File: config.mk
export PLATFORM = sky130hd
export DESIGN_NAME = pfx_ram
export DESIGN_NICKNAME = d
export VERILOG_FILES = /design/src/design/postfix_expression_evaluator_macros.svh /design/src/design/pfx_ram.sv
export SDC_FILE = /design/constraint.sdc
export NUM_CORES = 2
export LEC_CHECK = 0
export BUFFER_PORTS_ARGS = -buffer_cell sky130_fd_sc_hd__buf_4
export CAP_MARGIN = 15
export CORE_AREA = 2 2 494 496
export CTS_BUF_LIST = sky130_fd_sc_hd__clkbuf_4 sky130_fd_sc_hd__clkbuf_8
export CTS_CLUSTER_DIAMETER = 120
export DETAILED_ROUTE_END_ITERATION = 7
export DIE_AREA = 0 0 496 498
export GPL_TIMING_DRIVEN = 0
export HOLD_SLACK_MARGIN = 0.1
export PLACE_DENSITY = 0.78
export SLEW_MARGIN = 5
export SYNTH_ARGS = -nofsm -noshare
export SYNTH_HDL_FRONTEND = slang
export SYNTH_SLANG_ARGS = --single-unit
File: constraint.sdc
create_clock -name i_clk -period 5.6 [get_ports i_clk]
set_clock_uncertainty 0.15 [all_clocks]
set_input_delay 1.12 -clock i_clk [delete_from_list [all_inputs] [get_ports i_clk]]
set_output_delay 1.12 -clock i_clk [all_outputs]
set_load 0.005 [all_outputs]
File: src/design/postfix_expression_evaluator_macros.svh
// Assertion macros for the postfix expression evaluator.
`ifndef POSTFIX_EXPRESSION_EVALUATOR_MACROS_SVH
`define POSTFIX_EXPRESSION_EVALUATOR_MACROS_SVH

// Same-cycle implication, checked out of reset.
`define PFX_ASSERT_IMPLY(lbl, ante, cons, msg) \
    lbl: assert property (@(posedge i_clk) disable iff (!i_rst_n) (ante) |-> (cons)) \
        else $error(msg);

// Next-cycle implication, checked out of reset.
`define PFX_ASSERT_NEXT(lbl, ante, cons, msg) \
    lbl: assert property (@(posedge i_clk) disable iff (!i_rst_n) (ante) |=> (cons)) \
        else $error(msg);

`endif

File: src/design/pfx_ram.sv
// Generic single-port-write, single-port-read RAM with registered read.
`default_nettype none

module pfx_ram #(
    parameter int Width = 32,
    parameter int Depth = 127,
    parameter int AddrW = (Depth > 1) ? $clog2(Depth) : 1
) (
    input  wire logic             i_clk,
    input  wire logic             i_we,
    input  wire logic [AddrW-1:0] i_waddr,
    input  wire logic [Width-1:0] i_wdata,
    input  wire logic             i_re,
    input  wire logic [AddrW-1:0] i_raddr,
    output logic      [Width-1:0] o_rdata
);

    logic [Width-1:0] r_mem [Depth];
    logic [Width-1:0] r_rdata;

    always_ff @(posedge i_clk) begin
        if (i_we) begin
            r_mem[i_waddr] <= i_wdata;
        end
        if (i_re) begin
            r_rdata <= r_mem[i_raddr];
        end
    end

    assign o_rdata = r_rdata;

endmodule

`default_nettype wire

==> flow_summary.toml <==
[critical_path]
crit_top_cell = "buf_2"
cp_cell_sequence = "buf_4 -> buf_6 -> buf_2 -> buf_2 -> buf_2 -> buf_2 -> a211oi_1 -> a2111oi_0 -> a2111oi_0 -> o21ai_1"
crit_buf_inv = 6
critPathLaunchType = "primary input"
cp_max_fo = 12
cp_slowest_cell = "a2111oi_0"
worstSetupPathType = "in -> reg"
cp.required_ns = 6.32
endpoint_kind = "flop"
crit_family = "buffers and inverters"
slowest_delay_ns = 1.09
arrival_ns = 6.00

[route]
drt_drc_violations_left = 0
vias = 80900
drt_iter0_drc = 15100
routed_wl_mm = 447
vias_per_cell = 7.25
firstDrtPassIters = 7
wire_per_inst_um = 40.1
ant_nets = 0

[clock_network]
cts_tree = "built"
clockBufferDepth = 4
root_buffer = "clkbuf_8"
clock_latency_ns = 1.15
postCtsResizedCells = 0
postCtsSetupRepairBufs = 0
clk_pin_slew_worst_paths_ns = 0.06
cts.htree.levels = 6
holdBufCountCts = 0
cts_made_buffers = 635
cts.sinks = 4096

[finish]
final_common_cell = "edfxtp_1"
area_growth_pct = 13.9
stdcell_area_um2 = 178000
nNetsFinal = 7526
drive_above_1_share = 0.335
final_cell_mix = "edfxtp_1, mux4_2, clkbuf_8, mux2i_1, clkbuf_4"

[yosys]
synth_area_um2 = 156000
yosys_warnings = 0
syn_inst = 6552
synth_area_per_cell_um2 = 23.8
seq_area_frac_synth = 0.787
syn-num-nets = 6601
synth.distinct_cells = 41
synth_seq_cells = 4096

[placement]
place_area_um2 = 166000
place.gp.congestion = 1.01
hpwl_mm = 293
port_buffers = 72

[hold_path]
hold_path.class = "in -> reg"

[timing]
max_slew_margin = -0.0649
finalSetupViolations = 0
hold_violations = 0
max_freq_ghz = 0.189
worst_pin_slew_ns = 1.60
maxSlewViolCount = 3
finalCritPeriodShare = 0.944
period_needed_ns = 5.29
rsz0062_at_grt = "false"
whs_ns = 0.135

[floorplan]
die_w_um = 496
core_um2 = 242000
io-pin-count = 81
die_area_um2 = 247000
rows = 181
die_height_um = 498
initial_utilization = 0.646

[power]
p_leak_nw = 56.0
peakVddDrop_mv = 0.362
p_per_area_nw_per_um2 = 345

[global_routing]
grt_max_degree = 128
grt_use_total = 0.359
grt_pass1_vias = 78400
antenna_found_initial = 37
overflow = 0
grt_pass1_wl_mm = 604

[job]
maxCapViolations = 0

[status]
outcome = "finished, violations left"
violations = "max-slew violations"
==> state kept, by name, indices dropped and copies added, names as in the netlist <==
register	cells
r_mem	4064
o_rdata	32
==> power by group <==
part	switching (mW)	total (mW)	internal (mW)
clock	11.4	23.8	12.4
sequential	0.0391	33.9	33.9
combinational	2.39	3.58	1.19
==> final cells by class <==
class | instances | area [um^2]
clock inverters | 233 | 1290
multi-input cells | 2083 | 32400
well taps | 3202 | 4010
repair buffers | 288 | 4890
inverters | 1 | 3.75
fillers | 12500 | 63900
flip-flops and latches | 4096 | 123000
clock buffers | 848 | 10400
diodes | 26 | 65.1
plain buffers | 372 | 1860
==> layer usage <==
layer  vias up  global-route usage  share of wire
met2      7414               0.527           0.46
met3      1301               0.113           0.15
met5         -                   0        0.00037
met1     41900               0.491           0.33
li1      30300                   -              -
met4        20               0.194          0.064
==> cells by family (layout without fill, tap and decap cells) <==
| logic type | count (synthesis) | in the layout | synth area share |
|---|---|---|---|
| flops | 4096 | 4096 | 0.787 |
| mux | 1361 | 1361 | 0.174 |
| compound gates | 421 | 421 | 0.0188 |
| buf+inv | 373 | 1742 | 0.0118 |
| simple gates | 301 | 301 | 0.00852 |
| other cells | 0 | 26 | 0 |
==> synth_stat cells, drive strengths merged <==
| master | n | area (um^2) |
|---|---|---|
| a32o | 1 | 10.0 |
| a211oi | 43 | 323 |
| and3 | 10 | 62.6 |
| nand4 | 3 | 18.8 |
| edfxtp | 4096 | 123000 |
| nand3 | 15 | 75.1 |
| a22oi | 128 | 961 |
| mux2 | 2 | 22.5 |
| a41o | 1 | 10.0 |
| o21ai | 42 | 210 |
| mux2i | 279 | 2790 |
| nand2b | 4 | 25.0 |
| nor2 | 131 | 492 |
| nor4 | 4 | 25.0 |
| nor3 | 9 | 45.0 |
| o2bb2ai | 1 | 8.76 |
| nand2 | 78 | 293 |
| a31oi | 1 | 6.26 |
| a22o | 16 | 140 |
| o211ai | 22 | 165 |
| a32oi | 12 | 105 |
| clkbuf | 137 | 514 |
| and2 | 4 | 25.0 |
| inv | 1 | 3.75 |
| mux4 | 1080 | 24300 |
| a221oi | 3 | 38.8 |
| or2 | 1 | 6.26 |
| a2111oi | 6 | 52.6 |
| buf | 235 | 1330 |
| nor2b | 40 | 250 |
| o22ai | 51 | 319 |
| o31a | 1 | 8.76 |
| a21oi | 64 | 320 |
| nand3b | 1 | 7.51 |
| or3 | 1 | 6.26 |
| a311oi | 29 | 254 |
==> path summary, 6_finish.rpt <==
kind,to,slack [ns],from,depth (start not counted)
setup / recovery,o_rdata[18],0.31,i_raddr[2],10
hold / removal,r_mem[93][29],0.14,i_wdata[29],1
hold reg to reg,o_rdata[7],0.99,r_mem[126][7],5
setup reg to reg,o_rdata[16],1.79,r_mem[87][16],4
==> through the flow <==
step           power (mW)  instances   util  worst slack (ns)  setup TNS (ns)
6_report             61.3      11100  0.736             0.312               0
2_1_floorplan        36.2       6552      -              1.09               0
3_3_place_gp         37.8       9826  0.665             -2.05        -1773.74
4_1_cts              61.1      11100  0.734             0.570               0
3_5_place_dp         38.0      10000  0.685            -0.595           -5.96
5_1_grt              62.6      11100  0.736             0.543               0
Power figures use the tool's default switching activity.
