File: src/design/postfix_expression_evaluator_macros.svh
// Assertion macros for the postfix expression evaluator.
`ifndef POSTFIX_EXPRESSION_EVALUATOR_MACROS_SVH
`define POSTFIX_EXPRESSION_EVALUATOR_MACROS_SVH

// Same-cycle implication, checked out of reset.
`define PFX_ASSERT_IMPLY(lbl, ante, cons, msg) \
    lbl: assert property (@(posedge i_clk) disable iff (!i_rst_n) (ante) |-> (cons)) \
        else $error(msg);

// Next-cycle implication, checked out of reset.
`define PFX_ASSERT_NEXT(lbl, ante, cons, msg) \
    lbl: assert property (@(posedge i_clk) disable iff (!i_rst_n) (ante) |=> (cons)) \
        else $error(msg);

`endif

File: src/design/pfx_pkg.sv
// Shared types and constants of the postfix expression evaluator.
`default_nettype none

package pfx_pkg;

    localparam int DataW = 32;
    localparam int StatW = 3;
    localparam int SymW  = 8;
    localparam int InW   = 8;
    localparam int OutW  = 40;

    localparam logic [SymW-1:0] ChZero  = 8'h30;
    localparam logic [SymW-1:0] ChNine  = 8'h39;
    localparam logic [SymW-1:0] ChPlus  = 8'h2B;
    localparam logic [SymW-1:0] ChMinus = 8'h2D;
    localparam logic [SymW-1:0] ChStar  = 8'h2A;
    localparam logic [SymW-1:0] ChSlash = 8'h2F;

    localparam logic [StatW-1:0] ST_OK    = 3'd0;
    localparam logic [StatW-1:0] ST_FEW   = 3'd1;
    localparam logic [StatW-1:0] ST_DIV0  = 3'd2;
    localparam logic [StatW-1:0] ST_LEFT  = 3'd3;
    localparam logic [StatW-1:0] ST_EMPTY = 3'd4;
    localparam logic [StatW-1:0] ST_OVER  = 3'd5;

    typedef struct packed {
        logic             start;
        logic [DataW-1:0] dividend;
        logic [DataW-1:0] divisor;
    } t_div_req;

    typedef struct packed {
        logic             busy;
        logic             done;
        logic [DataW-1:0] quotient;
    } t_div_rsp;

endpackage

`default_nettype wire

File: src/design/pfx_div.sv
// Radix-2 restoring signed divider, truncating toward zero.
`default_nettype none

module pfx_div import pfx_pkg::*; (
    input  wire logic     i_clk,
    input  wire logic     i_rst_n,
    input  wire t_div_req i_req,
    output t_div_rsp      o_rsp
);

    localparam int CntW = $clog2(DataW);

    logic             r_busy;
    logic             r_fix;
    logic             r_done;
    logic             r_neg;
    logic [CntW-1:0]  r_cnt;
    logic [DataW:0]   r_rem;
    logic [DataW-1:0] r_quo;
    logic [DataW-1:0] r_dvs;
    logic [DataW-1:0] r_q;

    logic [DataW:0]   n_rem_sh;
    logic [DataW:0]   n_diff;
    logic [DataW:0]   n_rem;
    logic [DataW-1:0] n_quo;
    logic             a_neg;
    logic             b_neg;

    assign a_neg = i_req.dividend[DataW-1];
    assign b_neg = i_req.divisor[DataW-1];

    always_comb begin
        n_rem_sh = {r_rem[DataW-1:0], r_quo[DataW-1]};
        n_diff   = n_rem_sh - {1'b0, r_dvs};
        if (!n_diff[DataW]) begin
            n_rem = n_diff;
            n_quo = {r_quo[DataW-2:0], 1'b1};
        end else begin
            n_rem = n_rem_sh;
            n_quo = {r_quo[DataW-2:0], 1'b0};
        end
    end

    always_ff @(posedge i_clk) begin
        if (!i_rst_n) begin
            r_busy <= 1'b0;
            r_fix  <= 1'b0;
            r_done <= 1'b0;
        end else begin
            r_done <= 1'b0;
            if (r_fix) begin
                // sign correction of the magnitude quotient
                r_q    <= r_neg ? (DataW'(0) - r_quo) : r_quo;
                r_fix  <= 1'b0;
                r_busy <= 1'b0;
                r_done <= 1'b1;
            end else if (r_busy) begin
                r_rem <= n_rem;
                r_quo <= n_quo;
                r_cnt <= r_cnt + CntW'(1);
                if (r_cnt == CntW'(DataW - 1)) begin
                    r_fix <= 1'b1;
                end
            end else if (i_req.start) begin
                r_neg  <= a_neg ^ b_neg;
                r_quo  <= a_neg ? (DataW'(0) - i_req.dividend) : i_req.dividend;
                r_dvs  <= b_neg ? (DataW'(0) - i_req.divisor) : i_req.divisor;
                r_rem  <= '0;
                r_cnt  <= '0;
                r_busy <= 1'b1;
            end
        end
    end

    assign o_rsp.busy     = r_busy;
    assign o_rsp.done     = r_done;
    assign o_rsp.quotient = r_q;

endmodule

`default_nettype wire

File: config.mk
export PLATFORM = sky130hd
export DESIGN_NAME = pfx_div
export DESIGN_NICKNAME = d
export VERILOG_FILES = /design/src/design/postfix_expression_evaluator_macros.svh /design/src/design/pfx_pkg.sv /design/src/design/pfx_div.sv
export SDC_FILE = /design/constraint.sdc
export NUM_CORES = 1
export LEC_CHECK = 0
export BUFFER_PORTS_ARGS = -buffer_cell sky130_fd_sc_hd__buf_2
export CORE_ASPECT_RATIO = 1.5
export CORE_MARGIN = 3
export CORE_UTILIZATION = 30
export DETAILED_ROUTE_END_ITERATION = 8
export GPL_TIMING_DRIVEN = 1
export PLACE_DENSITY = 0.54
export RECOVER_POWER = 50
export SLEW_MARGIN = 20
export SYNTH_ARGS = -nofsm -noshare
export SYNTH_HDL_FRONTEND = slang
export SYNTH_SLANG_ARGS = --single-unit
File: constraint.sdc
create_clock -name i_clk -period 8.15 [get_ports i_clk]
set_input_delay 1.2225 -clock i_clk [delete_from_list [all_inputs] [get_ports i_clk]]
set_output_delay 1.2225 -clock i_clk [all_outputs]
set_load 0.01 [all_outputs]
==> impl_metrics.tcl, run 1 <==
set metrics [dict create \
    cp.required_ns 6.93 \
    rows 75 \
    rsz0062_at_grt "no" \
    yosys_warnings 0 \
    power_mw 2.00 \
    comb_power_share_pct 18.4 \
    die_w_um 144 \
    async_reset_ff_share_pct 0 \
    slowest_stage "clkbuf_1" \
    hold_depth 0 \
    syn_inst 804 \
    clkPwrFrac_pct 38.2 \
    hold_viol 0 \
    power_frac_seq_pct 43.4 \
    r2r_cells 4 \
    hold_slack_ns 0.578 \
    wl_per_cell_um 14.6 \
    clock-root-buffer "clkbuf_16" \
    fmax_mhz 198 \
    layout_commonest_cell "edfxtp_1" \
    worst_setup_path_start_kind "flip-flop" \
    power_switching_mw 0.544 \
    clockBufferDepth 2 \
    worstPathArrival_ns 3.82 \
    post_cts_buffers 0 \
    synth-edff-count 134 \
    clkTransAtPathRegs_ns 0.06 \
    synthToLayoutAreaGrowth_pct 16.4 \
    finClkSkew_ns 0.00871 \
    drc 0 \
    fin_crit_ns 5.05 \
    path_cells "clkbuf_1 > buf_2" \
    ios 101 \
    cts_hold_buffers 0 \
    grt_pass1_wl_um 30100 \
    antenna_found_initial 0 \
    place_congestion 0.802 \
    swShare_pct 27.3 \
    p_int_mw 1.45 \
    drt_pass1_iterations 5 \
    slew_headroom_pct -67.7 \
    fill_cells 2803 \
    p_leak_nw 3.70 \
    drv_slew 134 \
    synth_cell_type_count 63 \
    rrSetupSlack_ns 3.69 \
    outcome "finished with violations" \
    r2r-end "r_rem[27]$_SDFFCE_PN0P_" \
    finalSetupViolCount 0 \
    cp_slowest_stage_delay_ns 1.86 \
    maxCapViolCount 3 \
    grtUsageTotal_pct 12.3 \
    antenna_left 0 \
    portBuffers 100 \
    diodes 0 \
    ys_seq_area_share_pct 47.8 \
    dieHeight_um 213 \
    layout_common_cells "edfxtp_1 (134), nand2_1 (86), xnor2_1 (84), o21ai_0 (67), buf_2 (63)" \
    min_path_type "reg -> reg" \
    period_share_pct 61.9 \
    critPathCaptureType "output pin" \
    min_to "r_q[0]$_DFFE_PP_" \
    p_per_area_mw_per_mm2 201 \
    dp_hpwl_um 13800 \
    clk_latency_ns 0.42 \
    wl_um 18400 \
    tightest_slew_ns 2.52 \
    cts_tree "done" \
    layout-drive-gt1-share_pct 11.9 \
    grt_pass1_vias 6082 \
    grt_max_degree 67 \
    avgSynthCellArea_sq_um 10.6 \
    ys_seq_elements 137 \
    route.vias.total 6086 \
    final_nets 1009 \
    viasPerCell 4.82 \
    peakVddDrop_mv 0.137 \
    cts_buffers 17 \
    cts_sinks 137 \
    syn_nets 909 \
    htreeDepth 4 \
    netlist_area_sq_mm 0.00855 \
    violations "capacitance limit, slew limit" \
    fin_util_pct 35.5 \
    start_util_pct 30.5 \
    post_cts_resize_count 0 \
    fin_tns_setup_ns 0 \
    crit_type "reg -> out" \
    die_area_sq_mm 0.0306 \
    hold_start "r_quo[0]$_DFFE_PP_" \
    synthFlopType "edfxtp_1" \
    crit_fanout 66 \
    core_area_sq_mm 0.0281 \
    first_iter_violations 318 \
    timing.rr.start "r_busy$_SDFF_PP0_" \
    grt_overflow_total 0 \
]
cell usage after synthesis, drive strengths merged (4+ instances only):
master  instances  area, sq um
nand4           5         31.3
nand2          87          334
or4            13         97.6
nand3           9         45.0
and2            9         56.3
o21ai          67          335
a21boi          4         30.0
nand2b          9         56.3
nor2b          27          169
a21o           10         75.1
nor3            8         40.0
o22ai           8         56.3
xnor2          85          752
buf             7         52.6
xor2           34          298
o21a            4         30.0
clkbuf         18         67.6
mux2i          24          240
o31ai          25          188
edfxtp        134         4020
or3             4         25.0
o41ai          17          156
nor2           21         78.8
inv            56          210
nor4           10         75.1
ha             37          463
a21oi          26          134
metal layers:
layer | vias up | part of all wire [%] | GRT usage, %
li1 | 3151 | - | -
met1 | 2801 | 42 | 14.2
met2 | 122 | 53 | 22.6
met3 | 12 | 3.6 | 2.31
met4 | 0 | 1.4 | 4.19
met5 | - | 0 | 0
worst max path at each step:
stage | from | to | slack (ns) | cells after the start
detailed placement | i_req[36] | r_quo[28]$_DFFE_PP_ | 3.73 | 7
finish | r_busy$_SDFF_PP0_ | o_rsp[33] | 3.10 | 2
global route | r_busy$_SDFF_PP0_ | o_rsp[33] | 2.65 | 2
CTS | r_quo[31]$_DFFE_PP_ | r_rem[25]$_SDFFCE_PN0P_ | 3.85 | 14
global placement | i_req[36] | r_quo[28]$_DFFE_PP_ | 3.78 | 7
floorplan | i_req[64] | r_cnt[0]$_SDFFCE_PN0P_ | 1.23 | 2
layout make-up:
class	count	area (sq um)	area share (%)
Sequential cell	137	4080	41.0
Clock buffer	19	433	4.35
Multi-Input combinational cell	586	4160	41.8
Clock inverter	13	144	1.45
Tap cell	346	433	4.35
Timing Repair Buffer	106	488	4.90
Inverter	56	210	2.11
worst max-delay path, delay by kind of cell, from the launching register on:
| kind | cells | cell delay, ns |
|---|---|---|
| buf+inv | 2 | 2.25 |
| flops | 1 | 1.14 |
power by group through the flow:
stage | logic [mW] | registers, mW | clock network, mW
after detailed placement | 0.370 | 0.881 | 0
after global routing | 0.417 | 0.872 | 0.819
final | 0.368 | 0.866 | 0.763
after global placement | 0.367 | 0.880 | 0
after floorplan | 0.287 | 0.871 | 0
after CTS | 0.372 | 0.866 | 0.791
kinds of logic after synthesis:
kind of cell | share of synthesized area, %
compound gates | 14.3
fa+ha+maj | 5.65
flops | 47.8
mux | 2.81
buf+inv | 3.86
xor+xnor | 12.3
simple gates | 13.3
registers in the layout, summed over array words and instances, names as in the netlist:
| name | cells |
|---|---|
| r_fix | 1 |
| r_dvs | 32 |
| r_rem | 32 |
| r_q | 32 |
| r_done | 1 |
| r_neg | 1 |
| r_cnt | 5 |
| r_busy | 1 |
| r_quo | 32 |
through the flow:
stage	instances	setup slack [ns]	area (sq um)
floorplan	804	1.23	8550
global placement	1231	3.78	9440
detailed placement	1231	3.73	9440
CTS	1263	3.85	10000
global route	1263	2.65	9950
finish	1263	3.10	9950
Note: power is estimated with default switching activity, not from simulation.
==> run 2: changes to the inputs <==
--- a/config.mk
+++ b/config.mk
@@ -5,13 +5,14 @@
 export SDC_FILE = /design/constraint.sdc
 export NUM_CORES = 1
 export LEC_CHECK = 0
+export ABC_AREA = 1
 export BUFFER_PORTS_ARGS = -buffer_cell sky130_fd_sc_hd__buf_2
 export CORE_ASPECT_RATIO = 1.5
 export CORE_MARGIN = 3
 export CORE_UTILIZATION = 30
 export DETAILED_ROUTE_END_ITERATION = 8
 export GPL_TIMING_DRIVEN = 1
-export PLACE_DENSITY = 0.54
+export PLACE_DENSITY = 0.53
 export RECOVER_POWER = 50
 export SLEW_MARGIN = 20
 export SYNTH_ARGS = -nofsm -noshare
==> constraint.sdc (replaced) <==
create_clock -name i_clk -period 5.3 [get_ports i_clk]
set_input_delay 0.795 -clock i_clk [delete_from_list [all_inputs] [get_ports i_clk]]
set_output_delay 0.795 -clock i_clk [all_outputs]
set_load 0.01 [all_outputs]
==> impl_metrics.tcl, run 2 <==
set metrics [dict create \
    clockBufferDepth 2 \
    dp_hpwl_um 24800 \
    antenna_found_initial 0 \
    p_int_mw 2.24 \
    worstPathArrival_ns 3.43 \
    grtUsageTotal_pct 16.9 \
    clk_latency_ns 0.44 \
    synthToLayoutAreaGrowth_pct 14.4 \
    post_cts_resize_count 0 \
    hold_viol 0 \
    final_nets 1667 \
    htreeDepth 4 \
    die_w_um 158 \
    r2r_cells 4 \
    r2r-end "r_rem[23]$_SDFFCE_PN0P_" \
    tightest_slew_ns 2.03 \
    ios 101 \
    netlist.top_cell.by_area "edfxtp_1" \
    synthFlopType "edfxtp_1" \
    swShare_pct 31.1 \
    viasPerCell 4.57 \
    slowest_stage "clkbuf_1" \
    clock-root-buffer "clkbuf_16" \
    rows 83 \
    seq_area_sq_mm 0.00408 \
    grt_max_degree 61 \
    outcome "finished with violations" \
    p_per_area_mw_per_mm2 273 \
    fill_cells 3725 \
    layout-drive-gt1-share_pct 10.9 \
    worst_setup_path_start_kind "flip-flop" \
    peakVddDrop_mv 0.155 \
    power_frac_seq_pct 40.5 \
    min_path_type "reg -> reg" \
    maxCapViolCount 5 \
    finClkSkew_ns 0.00700 \
    diodes 0 \
    fmax_mhz 293 \
    ys_seq_area_share_pct 39.2 \
    crit_family "buffers and inverters" \
    crit_top_cell "clkbuf_1" \
    cts_sinks 137 \
    period_share_pct 64.3 \
    grt_pass1_wl_um 48400 \
    ys_seq_elements 137 \
    p_leak_nw 5.84 \
    cp_slowest_stage_delay_ns 1.47 \
    die_area_sq_mm 0.0371 \
    hold_start "r_fix$_SDFF_PP0_" \
    crit_type "reg -> reg" \
    hold_depth 2 \
    synth-edff-count 134 \
    yosys_warnings 0 \
    power_switching_mw 1.01 \
    dieHeight_um 234 \
    start_util_pct 30.4 \
    fin_tns_setup_ns 0 \
    critPathCaptureType "flip-flop" \
    cp.required_ns 5.32 \
    portBuffers 100 \
    antenna_left 0 \
    route.vias.total 9142 \
    synth_cell_type_count 44 \
    rsz0062_at_grt "no" \
    finalSetupViolCount 0 \
    core_area_sq_mm 0.0343 \
    synth_top_area_share_pct 38.6 \
    path_cells "clkinv_1 > clkbuf_1 > a21oi_4 > clkbuf_1" \
    post_cts_buffers 0 \
    clkPwrFrac_pct 37.0 \
    async_reset_ff_share_pct 0 \
    clkTransAtPathRegs_ns 0.06 \
    grt_overflow_total 0 \
    drt_pass1_iterations 5 \
    rrSetupSlack_ns 1.89 \
    syn_nets 1570 \
    yosysMostFrequentCell "nand2_1" \
    first_iter_violations 543 \
    path_buf_inv 3 \
    layout_common_cells "nand2_1 (437), inv_1 (259), nor2_1 (189), edfxtp_1 (134), buf_2 (96)" \
    timing.rr.start "r_busy$_SDFF_PP0_" \
    layout_commonest_cell "nand2_1" \
    cts_tree "done" \
    min_to "r_done$_SDFF_PN0_" \
    synth_area_leaders "edfxtp_1 (39%), nand2_1 (16%), inv_1 (9.3%)" \
    grt_pass1_vias 9223 \
    comb_power_share_pct 22.5 \
    ys_top_cells_by_count "nand2_1 (437), inv_1 (259), nor2_1 (189)" \
    syn_inst 1465 \
    wl_per_cell_um 15.3 \
    multi_input_area_sq_mm 0.00520 \
    fin_crit_ns 3.41 \
    netlist_area_sq_mm 0.0104 \
    fin_util_pct 34.8 \
    slew_headroom_pct -35.4 \
    place_congestion 0.927 \
    cts_buffers 17 \
    violations "capacitance limit, slew limit" \
    drv_slew 177 \
    drc 0 \
    avgSynthCellArea_sq_um 7.12 \
    cts_hold_buffers 0 \
    wl_um 30500 \
    crit_fanout 46 \
]
-- run 2: area by class of cell --
cell class / count / share of cell area [%]
clock buffers: 19 / 3.80
well taps: 425 / 4.46
flip-flops and latches: 137 / 34.3
clock inverters: 13 / 1.18
multi-input cells: 1037 / 43.7
repair buffers: 107 / 4.41
inverters: 262 / 8.25
-- run 2: how the worst max path moves through the flow --
stage / from / to / slack [ns] / cells after the start
final: r_busy$_SDFF_PP0_ / r_rem[23]$_SDFFCE_PN0P_ / 1.89 / 4
after CTS: r_dvs[0]$_DFFE_PP_ / r_rem[29]$_SDFFCE_PN0P_ / 2.55 / 16
after global routing: r_busy$_SDFF_PP0_ / r_rem[23]$_SDFFCE_PN0P_ / 1.52 / 4
after detailed placement: i_req[1] / r_dvs[29]$_DFFE_PP_ / 2.27 / 8
after global placement: i_req[1] / r_dvs[29]$_DFFE_PP_ / 2.23 / 8
after floorplan: i_rst_n / r_cnt[0]$_SDFFCE_PN0P_ / 0.53 / 2
-- run 2: metrics by stage --
step | setup WS (ns) | hold slack, ns | cell area [sq um] | std cells | total power [mW]
2_1_floorplan | 0.534 | 0.427 | 10400 | 1465 | 1.88
3_3_place_gp | 2.23 | 0.445 | 11400 | 1968 | 2.08
3_5_place_dp | 2.27 | 0.451 | 11400 | 1968 | 2.08
4_1_cts | 2.55 | 0.461 | 12000 | 2000 | 3.30
5_1_grt | 1.52 | 0.507 | 11900 | 2000 | 3.45
6_report | 1.89 | 0.461 | 11900 | 2000 | 3.25
-- run 2: cell families after synthesis --
| group | share of synthesized area, % |
|---|---|
| xor+xnor | 5.96 |
| buf+inv | 11.0 |
| fa+ha+maj | 4.63 |
| flops | 39.2 |
| simple gates | 32.3 |
| compound gates | 6.91 |
-- run 2: per-layer routing --
metal	vias to the layer above	part of all wire, %	track usage, %
met4	0	3.6	7.51
li1	4827	-	-
met3	47	2.3	2.14
met1	4130	38	17.5
met2	138	56	33.3
met5	-	0	0
-- run 2: power by group through the flow --
stage                     Combinational [mW]  Sequential, mW  Clock [mW]
final                                  0.733            1.32        1.20
after global routing                   0.849            1.32        1.27
after CTS                              0.748            1.32        1.23
after detailed placement               0.744            1.34           0
after global placement                 0.740            1.34           0
after floorplan                        0.553            1.33           0
-- run 2: tightest hold or removal path, cell delays in order, from the launching register on --
cell and delay [ns]:
dfxtp_1 0.31, nand2_1 0.07, inv_1 0.04
